$ cat config.mk
export PLATFORM = sky130hd
export DESIGN_NAME = sorted_priority_queue_top
export DESIGN_NICKNAME = d
export VERILOG_FILES = /design/src/hw/rtl/spq_pkg.sv /design/src/hw/rtl/spq_cell.sv /design/src/hw/rtl/sorted_priority_queue_top.sv
export SDC_FILE = /design/constraint.sdc
export NUM_CORES = 1
export LEC_CHECK = 0
export BUFFER_PORTS_ARGS = -buffer_cell sky130_fd_sc_hd__buf_2
export CORE_MARGIN = 8
export CORE_UTILIZATION = 50
export CTS_CLUSTER_SIZE = 30
export DETAILED_ROUTE_END_ITERATION = 16
export PLACE_DENSITY = 0.71
export SLEW_MARGIN = 10
export SYNTH_ARGS = -nofsm -noshare
export SYNTH_HDL_FRONTEND = slang
export SYNTH_SLANG_ARGS = --single-unit
$ cat constraint.sdc
create_clock -name clk -period 7.6 [get_ports clk]
set_clock_uncertainty 0.15 [all_clocks]
set_input_delay 0 -clock clk [delete_from_list [all_inputs] [get_ports clk]]
set_output_delay 0 -clock clk [all_outputs]
set_load 0.005 [all_outputs]
$ cat src/hw/rtl/spq_pkg.sv
`default_nettype none

package spq_pkg;

  localparam int unsigned PRIO_W = 8;
  localparam int unsigned DATA_W = 32;
  localparam int unsigned FILL_W = 5;

  localparam logic MODE_ENQ = 1'b0;
  localparam logic MODE_DEQ = 1'b1;

  typedef struct packed {
    logic [PRIO_W-1:0] prio;
    logic [DATA_W-1:0] data;
  } entry_t;

  typedef struct packed {
    logic              mode;
    logic [PRIO_W-1:0] priority_req;
    logic [DATA_W-1:0] data_in;
  } in_word_t;

  typedef struct packed {
    logic              ok;
    logic [DATA_W-1:0] data_out;
    logic [FILL_W-1:0] fill_after;
  } out_word_t;

  typedef struct packed {
    logic   enq;
    logic   deq;
    entry_t fresh;
  } cell_ctrl_t;

endpackage

`default_nettype wire

$ cat src/hw/rtl/spq_cell.sv
`default_nettype none

module spq_cell
  import spq_pkg::*;
(
  input  wire logic       clk,
  input  wire cell_ctrl_t ctrl,
  input  wire logic       occ,
  input  wire logic       prev_ge,
  input  wire entry_t     prev_entry,
  input  wire entry_t     next_entry,
  output entry_t          entry,
  output logic            ge
);

  entry_t entry_r;
  entry_t entry_nxt;

  assign entry = entry_r;
  assign ge    = occ && (entry_r.prio >= ctrl.fresh.prio);

  always_comb begin
    entry_nxt = entry_r;
    if (ctrl.enq && !ge) begin
      entry_nxt = prev_ge ? ctrl.fresh : prev_entry;
    end else if (ctrl.deq) begin
      entry_nxt = next_entry;
    end
  end

  always_ff @(posedge clk) begin
    entry_r <= entry_nxt;
  end

endmodule

`default_nettype wire

$ cat src/hw/rtl/sorted_priority_queue_top.sv
`default_nettype none

// A word accepted at a clock edge has its result registered into out_word at that same edge.
// Throughput: one word per cycle while in_stall is low; every cell compares and shifts in the cycle of acceptance.
// in_stall rises only while a finished result waits and out_stall holds it.
// Reset (rst_n low, synchronous): queue empty, no result pending; cell contents unchanged.
module sorted_priority_queue_top
  import spq_pkg::*;
#(
  parameter int unsigned DEPTH = 16
) (
  input  wire logic      clk,
  input  wire logic      rst_n,
  input  wire logic      in_valid,
  output logic           in_stall,
  input  wire in_word_t  in_word,
  output logic           out_valid,
  input  wire logic      out_stall,
  output out_word_t      out_word
);

  localparam int unsigned CNT_W = $clog2(DEPTH + 1);

  logic [CNT_W-1:0] fill_r;
  logic [CNT_W-1:0] fill_nxt;
  logic             out_valid_r;
  out_word_t        out_word_r;
  out_word_t        out_word_nxt;

  logic             accept;
  logic             full;
  logic             empty;
  logic             enq_ok;
  logic             deq_ok;
  cell_ctrl_t       ctrl;

  entry_t           cell_entry [DEPTH];
  logic [DEPTH-1:0] cell_ge;

  assign in_stall  = out_valid_r && out_stall;
  assign accept    = in_valid && !in_stall;
  assign full      = (fill_r == CNT_W'(DEPTH));
  assign empty     = (fill_r == '0);
  assign enq_ok    = accept && (in_word.mode == MODE_ENQ) && !full;
  assign deq_ok    = accept && (in_word.mode == MODE_DEQ) && !empty;

  assign ctrl.enq        = enq_ok;
  assign ctrl.deq        = deq_ok;
  assign ctrl.fresh.prio = in_word.priority_req;
  assign ctrl.fresh.data = in_word.data_in;

  for (genvar i = 0; i < DEPTH; i++) begin : g_cell
    logic   occ;
    logic   prev_ge;
    entry_t prev_entry;
    entry_t next_entry;

    assign occ = (CNT_W'(i) < fill_r);

    if (i == 0) begin : g_head
      assign prev_ge    = 1'b1;
      assign prev_entry = ctrl.fresh;
    end else begin : g_body
      assign prev_ge    = cell_ge[i-1];
      assign prev_entry = cell_entry[i-1];
    end

    if (i == DEPTH - 1) begin : g_tail
      assign next_entry = cell_entry[i];
    end else begin : g_inner
      assign next_entry = cell_entry[i+1];
    end

    spq_cell u_cell (
      .clk        (clk),
      .ctrl       (ctrl),
      .occ        (occ),
      .prev_ge    (prev_ge),
      .prev_entry (prev_entry),
      .next_entry (next_entry),
      .entry      (cell_entry[i]),
      .ge         (cell_ge[i])
    );
  end

  always_comb begin
    fill_nxt = fill_r;
    if (enq_ok) begin
      fill_nxt = fill_r + CNT_W'(1);
    end else if (deq_ok) begin
      fill_nxt = fill_r - CNT_W'(1);
    end
  end

  always_comb begin
    out_word_nxt.ok         = enq_ok || deq_ok;
    out_word_nxt.data_out   = deq_ok ? cell_entry[0].data : '0;
    out_word_nxt.fill_after = FILL_W'(fill_nxt);
  end

  always_ff @(posedge clk) begin
    if (!rst_n) begin
      fill_r      <= '0;
      out_valid_r <= 1'b0;
    end else begin
      fill_r <= fill_nxt;
      if (accept) begin
        out_valid_r <= 1'b1;
      end else if (!out_stall) begin
        out_valid_r <= 1'b0;
      end
    end
  end

  always_ff @(posedge clk) begin
    if (accept) begin
      out_word_r <= out_word_nxt;
    end
  end

  assign out_valid = out_valid_r;
  assign out_word  = out_word_r;

endmodule

`default_nettype wire

# Word-level counts from Yosys, hierarchy flattened
# Index checks and enable logic that the tools add are counted.
# word_totals
register_bits,684
latch_bits,0
mem_bits_rw,0
rom_bits,0
inputBits,45
output_inout_bits,40
wordCells,197
n_memories,0
# op_classes
add_sub_neg,2
n_mul,0
div_mod_pow,0
magnitude_cmp,32
eq_ne,2
n_shift,0
muxes,49
n_bitwise,1
reduce_logical,74
# ops
op,n
two-way mux 40 bit,45
greater-or-equal comparator 8 bit,16
< comparator 4 x 5 -> 1 bit (first input constant),8
logical AND 1 bit,38
nonzero test 2 bit,15
< comparator 3 x 5 -> 1 bit (first input constant),4
zero test 1 bit,19
< comparator 1 x 5 -> 1 bit (first input constant),2
< comparator 2 x 5 -> 1 bit (first input constant),2
two-way mux 5 bit,2
adder 5 x 1 -> 5 bit (second input constant),1
== test 5 bit (second input constant),1
zero test 5 bit,1
subtractor 5 x 1 -> 5 bit (second input constant),1
two-way mux 1 bit,2
!= test 2 x 1 -> 1 bit (second input constant),1
logical OR 1 bit,1
inverter 1 bit,1

# Depth between registers and ports, before layout
# Gate-level depths: netlist of the first run.
# logic_depth
depth_word,7
mapped_depth,10
ltp_nobuf,8

# Modules after synthesis
# From an unflattened synthesis of the first run, not the netlist that was laid out.
# unflattened
cells_unflattened,2738
area_unflattened_um2,43613.1
# modules_own_cells
module,instances,cells_per_inst,area_per_inst_um2,seq_area_each_um2
spq_cell at g_cell[0].u_cell ...,9,162,2593.7,1201.2
spq_cell at g_cell[3].u_cell ...,7,161,2613.8,1201.2
sorted_priority_queue_top,1,153,1973.1,1261.2

# Least setup slack after synthesis of the first run
# Ideal clock, no wire load.
# synth_path
kind,flip-flop to flip-flop
from,"reg g_cell[3].u_cell.entry_r, in the netlist g_cell[3].u_cell.entry[32]"
to,"reg g_cell[3].u_cell.entry_r, in the netlist g_cell[3].u_cell.entry[0], enable pin"
setup_ns,0.493
arrival_ns,4.647
t_required_ns,6.957
path_slack_ns,2.310
path_stages_with_launch,10
path_cell_list,edfxtp_1 -> inv_1 -> ha_1 -> nand2b_1 -> a2111oi_0 -> o41ai_1 -> and2_1 -> buf_2 -> buf_2 -> o21ai_0
# synth_via
elab_chain_cells,5
# synth_rtl
element,line_no,rtl
from (decl),spq_cell.sv:16,entry_t entry_r;
from (signal assigned),spq_cell.sv:32,entry_r <= entry_nxt;
greater-or-equal comparator 8 bit,spq_cell.sv:20,assign ge = occ && (entry_r.prio >= ctrl.fresh.prio);
logical AND 1 bit,spq_cell.sv:20,
zero test 1 bit,spq_cell.sv:24,if (ctrl.enq && !ge) begin
logical AND 1 bit,spq_cell.sv:24,
nonzero test 2 bit (no source line),-,
# No other way between the ends.
# A chain may end at the register's enable or synchronous reset.

# Final worst setup path of the first run
# layout_path
from,in in_word[33] in the netlist's numbering
to,"reg g_cell[13].u_cell.entry_r, in the netlist g_cell[13].u_cell.entry[4], enable pin"
# layout_via
elab_chain_cells,5
# layout_rtl
element,line_no,rtl
from (decl),sorted_priority_queue_top.sv:16,"input wire in_word_t in_word,"
greater-or-equal comparator 8 bit,spq_cell.sv:20,
logical AND 1 bit,spq_cell.sv:20,
zero test 1 bit,spq_cell.sv:24,
logical AND 1 bit,spq_cell.sv:24,
nonzero test 2 bit (no source line),-,
to (signal assigned),spq_cell.sv:32,
to (decl),spq_cell.sv:16,
# No other way between the ends.

==> results.tsv, run 1 <==
metric	value	unit
die_area	0.08182	mm2
leakage	0.01455	uW
cp.required	7720	ps
p_clk_share	31.7	%
drt_wl_total	104100	um
wl_per_cell	24.76	um
syn_area	0.03646	mm2
vias_per_cell	6.150	
syn_inst	3168	
ys_seq_area_share	56.17	%
root_buffer	clkbuf_16	
start_kind	primary input	
r2r_cells	8	
synth_cell_types	58	
ir_worst_vdd	0.1887	mV
clk_pin_slew	60	ps
antenna_found_initial	1	
seq_power_share	47.6	%
status	complete, no violations	
hold_viol	0	
clkSinkCount	684	
start_util	50.23	%
slew_headroom	27.28	%
initialDrtViolationCount	2453	
grt.overflow.total	0	
num_rows	99	
crit_type	in2reg	
tightest_slew	1088	ps
cts_buffer_depth	3	
cts_tree	done	
async_reset_ff_share	0	%
htreeDepth	3	
max_freq	227.8	MHz
synth_area_leader_cell	edfxtp_1	
cts_buffers	74	
rsz0062_at_grt	false	
track_usage	24.90	%
numPortBuffers	84	
place.gp.congestion	0.8827	
antenna_left	0	
pwr-share-comb	20.8	%
yosysTopAreaCellShare	55.84	%
critPathArrivalTime	4510	ps
post_cts_buffers	0	
grt_max_degree	82	
core_area	0.07259	mm2
die_h	286.0	um
syn_to_final_growth	11.25	%
synth_area_leaders	edfxtp_1 (56%), mux2i_1 (15%), o21ai_0 (6.7%), nand2_1 (5.1%), ha_1 (4.5%)	
drt_pass1_iterations	6	
vias	25860	
slew_violations	0	
worst_setup_path_end_kind	flop	
synth.most_common_cell	edfxtp_1	
finish.utilization	55.88	%
fin_crit	4391	ps
power_density	272.6	mW/mm2
switching_share	30.47	%
finalCritPeriodShare	57.77	%
cp_max_fo	81	
final_nets	3369	
drc_errors	0	
layout-drive-gt1-share	10.79	%
clk_latency	640	ps
internal_power	7688	uW
setup_violations	0	
die_w	286.0	um
synth.avg_cell_area	11.51	um2
yosys_warnings	0	
holdCritPathClass	in2reg	
syn_nets	3345	
synth_common_cells	edfxtp_1 (678), mux2i_1 (552), nand2_1 (497)	
maxCapViolCount	0	
grt_pass1_wl	159500	um
place.detailed.hpwl	61680	um
grt_pass1_vias	26210	
pin_count	85	
ys.flop_type	edfxtp_1	
min_path_cells	3	
p_switching	3369	uW
synth-edff-count	678	
ys_ff_latch	684	
setup_tns	0	ps
-- final timing paths --
kind                         startpoint                         end  slack, ps
max                         in_word[33]  g_cell[13].u_cell.entry[4]       3210
min                               rst_n                   fill_r[3]        110
min reg2reg  g_cell[14].u_cell.entry[8]  g_cell[13].u_cell.entry[8]        400
max reg2reg                   fill_r[1]  g_cell[14].u_cell.entry[2]       3220
-- through the flow --
stage	setup WS, ps	cells	hold slack [ps]	power [uW]	instance area, um2
after detailed placement	3242	4028	90.38	7568	37810
after global placement	3230	4028	84.47	7464	37810
after global routing	3036	4204	118.2	11510	40560
final	3209	4205	105.5	11060	40570
after CTS	3287	4204	39.08	11070	40560
after floorplan	2310	3168	-32.44	6718	36460
-- state kept, by name (all words and copies together), names as in the netlist --
| name | cells |
|---|---|
| out_valid | 1 |
| fill_r | 5 |
| out_word | 38 |
| g_cell.u_cell.entry | 640 |
-- kinds of logic (layout without fill, tap and decap cells) --
| logic type | after synthesis | after routing | synth area share (%) |
|---|---|---|---|
| XOR/XNOR | 3 | 3 | 0.07207 |
| other | 0 | 1 | 0 |
| buffers and inverters | 264 | 341 | 3.009 |
| AO/OA/AOI/OAI | 722 | 722 | 10.41 |
| flip-flops | 684 | 684 | 56.17 |
| multiplexers | 618 | 618 | 17.52 |
| AND/OR/NAND/NOR | 745 | 745 | 8.287 |
| adder cells (fa/ha/maj) | 132 | 132 | 4.530 |
-- layout by cell type (no fill, tap or decap), types with 7 or more instances in the layout --
cell,netlist,routed
a211oi_1,11,11
a21o_1,7,7
a21oi_1,177,174
and2_1,40,38
buf_2,52,84
buf_4,3,52
clkbuf_1,154,23
clkbuf_16,0,76
clkinv_1,0,15
dlygate4sd3_1,0,47
edfxtp_1,678,678
ha_1,132,132
inv_1,29,28
mux2_2,34,34
mux2_4,32,32
mux2i_1,552,552
nand2_1,497,484
nand2_2,0,13
nand2b_1,10,7
nand4_1,7,7
nor2_1,151,143
nor2_4,0,8
nor2b_1,11,11
nor3_1,12,12
o21ai_0,488,487
o21ai_4,0,9
-- repair_timing --
| action | in CTS | in global routing |
|---|---|---|
| hold endpoints to repair | 613 | 0 |
| hold buffers | 47 | 0 |
| setup endpoints to repair | 0 | 0 |
| resized for setup | 0 | 0 |
-- power groups by stage --
stage,clock (uW),combinational [uW],sequential [uW]
2_1_floorplan,0,1510,5200
3_3_place_gp,0,2160,5300
3_5_place_dp,0,2240,5330
4_1_cts,3550,2270,5250
5_1_grt,3700,2500,5310
6_report,3500,2300,5260
-- layout make-up --
class                      instances  area [um2]
fill                            6144       32020
sequential                       684       20480
multi-input combinational       2220       15210
clock buffer                      99        1988
timing repair buffer             183        1281
tap                              959        1200
clock inverter                    30       291.5
inverter                          29       108.9
antenna                            1       2.502
-- per-layer routing --
layer	vias to the layer above	part of all wire (%)	track usage [%]	wire length (um)
met5	-	0	0	0
met2	1103	47	40.29	48470
met4	0	3.1	8.735	3279
li1	11670	-	-	-
met1	12910	43	33.54	44370
met3	183	7.7	4.641	7986
-- worst max-delay path, stage by stage --
cell	delay, ps
dlygate4sd3_1	540
buf_2	230
inv_1	620
ha_1	370
nor2b_1	140
o211a_1	210
a211oi_1	680
o311ai_4	140
buf_4	430
nand2_2	590
buf_4	500
Note: power is estimated with default switching activity, not from simulation.
==> inputs of run 2 (changes only) <==
PLACE_DENSITY = 0.74   (was 0.71)
clock period = 3.9 ns   (was 7.6 ns; I/O delays follow)
==> run 2 against run 1 <==
  * Worst hold slack worse by 50 ps
  * Critical path type is now reg2reg
  * Worst setup slack worse by 2700 ps
  * Register-to-register slack worse by 2700 ps
  * Largest power group unchanged
  * Power up 98%
  * Clock-buffer cell count down 14
  * Die area unchanged
  * Sequential share of layout area down 0.94 points
  * Highest routed layer unchanged
  * Clock power up 100%
  * Non-clock buffer count up 48
  * Flip-flop and latch count unchanged
  * Global-route usage down 0.91 points
  * Cell area up 1.9%
==> results.tsv, run 2 (synthesis gave the netlist of run 1 again) <==
metric	value	unit	change
drc_errors	0		unchanged
drt_pass1_iterations	6		unchanged
cts_buffers	74		unchanged
placedInstanceArea	0.03846	mm2	+1.7%
cp.required	4040	ps	-3680 ps
wl_per_cell	23.59	um	-4.7%
setup_tns	0	ps	unchanged
critPathArrivalTime	3560	ps	-950 ps
clk_pin_slew	60	ps	about the same
fillers	6038		-1.7%
critPathCapture	g_cell[2].u_cell.entry[4]		
die_w	286.0	um	unchanged
diodes	0		-1
slew_headroom	35.86	%	+8.6 points
critPathSlowestCell	dfxtp_1		
worst_setup_path_end_kind	flop		
status	complete, no violations		
hold_viol	0		unchanged
rsz0062_at_grt	false		
numPortBuffers	84		unchanged
start_kind	flop		
start_util	50.23	%	unchanged
largest_register_ffs	640		unchanged
r2r_cells	7		-1
antenna_left	0		unchanged
ir_worst_vdd	0.4071	mV	+120%
fin_crit	3419	ps	
antenna_found_initial	1		unchanged
cp_max_fo	40		-51%
tightest_slew	952.1	ps	-136.2 ps
drt_wl_total	100300	um	-3.7%
crit_chain	inv_1 -> ha_1 -> a311oi_4 -> buf_4 -> nand3_4 -> nand2_2 -> buf_12		
cts_resized	0		unchanged
setup_violations	0		unchanged
grt_max_degree	77		-6.1%
root_buffer	clkbuf_16		
place.gp.congestion	0.9216		+4.4%
vias	25930		+0.26%
grt_pass1_vias	25990		-0.82%
final_nets	3417		+1.4%
max_freq	292.5	MHz	
grt_pass1_wl	154700	um	-3.0%
grt.overflow.total	0		unchanged
crit_type	reg2reg		
htreeDepth	3		unchanged
layout_common_cells	edfxtp_1 (678), mux2i_1 (552), o21ai_0 (487), nand2_1 (484), a21oi_1 (174)		
cts_buffer_depth	3		unchanged
cp_slowest_stage_delay	640	ps	-40 ps
core_area	0.07259	mm2	unchanged
reg2reg_to	g_cell[2].u_cell.entry[4]		
place.detailed.hpwl	64300	um	+4.2%
cts_hold_buf	47		unchanged
worstSetupStartpoint	fill_r[1]		
layout_commonest_cell	edfxtp_1		
die_area	0.08182	mm2	unchanged
die_h	286.0	um	unchanged
slew_violations	0		unchanged
clkSinkCount	684		unchanged
pin_count	85		unchanged
initialDrtViolationCount	2382		-2.9%
power_density	530.2	mW/mm2	+95%
hold_ws	55.61	ps	-49.91 ps
layout-drive-gt1-share	12.63	%	+1.8 points
finalCritPeriodShare	87.66	%	
clk_latency	640	ps	about the same
finish.utilization	56.94	%	+1.1 points
post_cts_buffers	0		unchanged
r2r_start	fill_r[1]		
vias_per_cell	6.098		-0.85%
syn_to_final_growth	13.35	%	
leakage	0.01495	uW	+2.7%
num_rows	99		unchanged
maxCapViolCount	0		unchanged
holdCritPathClass	in2reg		
final_area	0.04133	mm2	+1.9%
r2r_setup_slack	480	ps	-2740 ps
cts_tree	done		
track_usage	23.99	%	-0.91 points
[run 2: worst max-delay path, delay by kind of cell, from the launching register on]
kind                     cells  cell delay (ps)
flip-flops                   1              640
adder cells (fa/ha/maj)      1              310
buffers and inverters        3              940
AND/OR/NAND/NOR              2              650
AO/OA/AOI/OAI                1              310
[run 2: worst min path at each step]
stage                        start         to  depth (start not counted)
after floorplan              rst_n  out_valid                          1
after global routing         rst_n  fill_r[2]                          3
after CTS                    rst_n  fill_r[1]                          3
after detailed placement  in_valid  out_valid                          2
after global placement    in_valid  out_valid                          2
final                        rst_n  fill_r[1]                          3
[run 2: power breakdown]
group | total, uW | switching (uW) | leakage [uW] | internal, uW
clock network | 7130 | 3070 | 0.00118 | 4050
registers | 10300 | 644 | 0.00647 | 9620
logic | 4530 | 2860 | 0.00731 | 1670
total | 21900 | 6580 | 0.0150 | 15300
[run 2: metal layers]
metal / vias up / global-route usage [%] / routed length, um
met5: - / 0 / 0
li1: 11770 / - / -
met3: 201 / 3.372 / 7529
met1: 12770 / 32.33 / 42130
met2: 1184 / 38.82 / 46520
met4: 0 / 10.10 / 4114
[run 2: area by class of cell]
class / instances / area [um2] / area share (%)
clock buffer: 85 / 1893 / 4.580
clock inverter: 44 / 504.2 / 1.220
inverter: 29 / 108.9 / 0.2634
multi-input combinational: 2220 / 15220 / 36.81
sequential: 684 / 20480 / 49.55
tap: 959 / 1200 / 2.903
timing repair buffer: 231 / 1929 / 4.668
[run 2: stage by stage]
step                      setup WS, ps  power (uW)  cells
after detailed placement         587.1       14810   4076
after CTS                        582.0       21960   4252
final                            481.1       21910   4252
after global routing             348.8       22760   4252
after floorplan                  439.3       13090   3168
after global placement           633.3       14640   4076
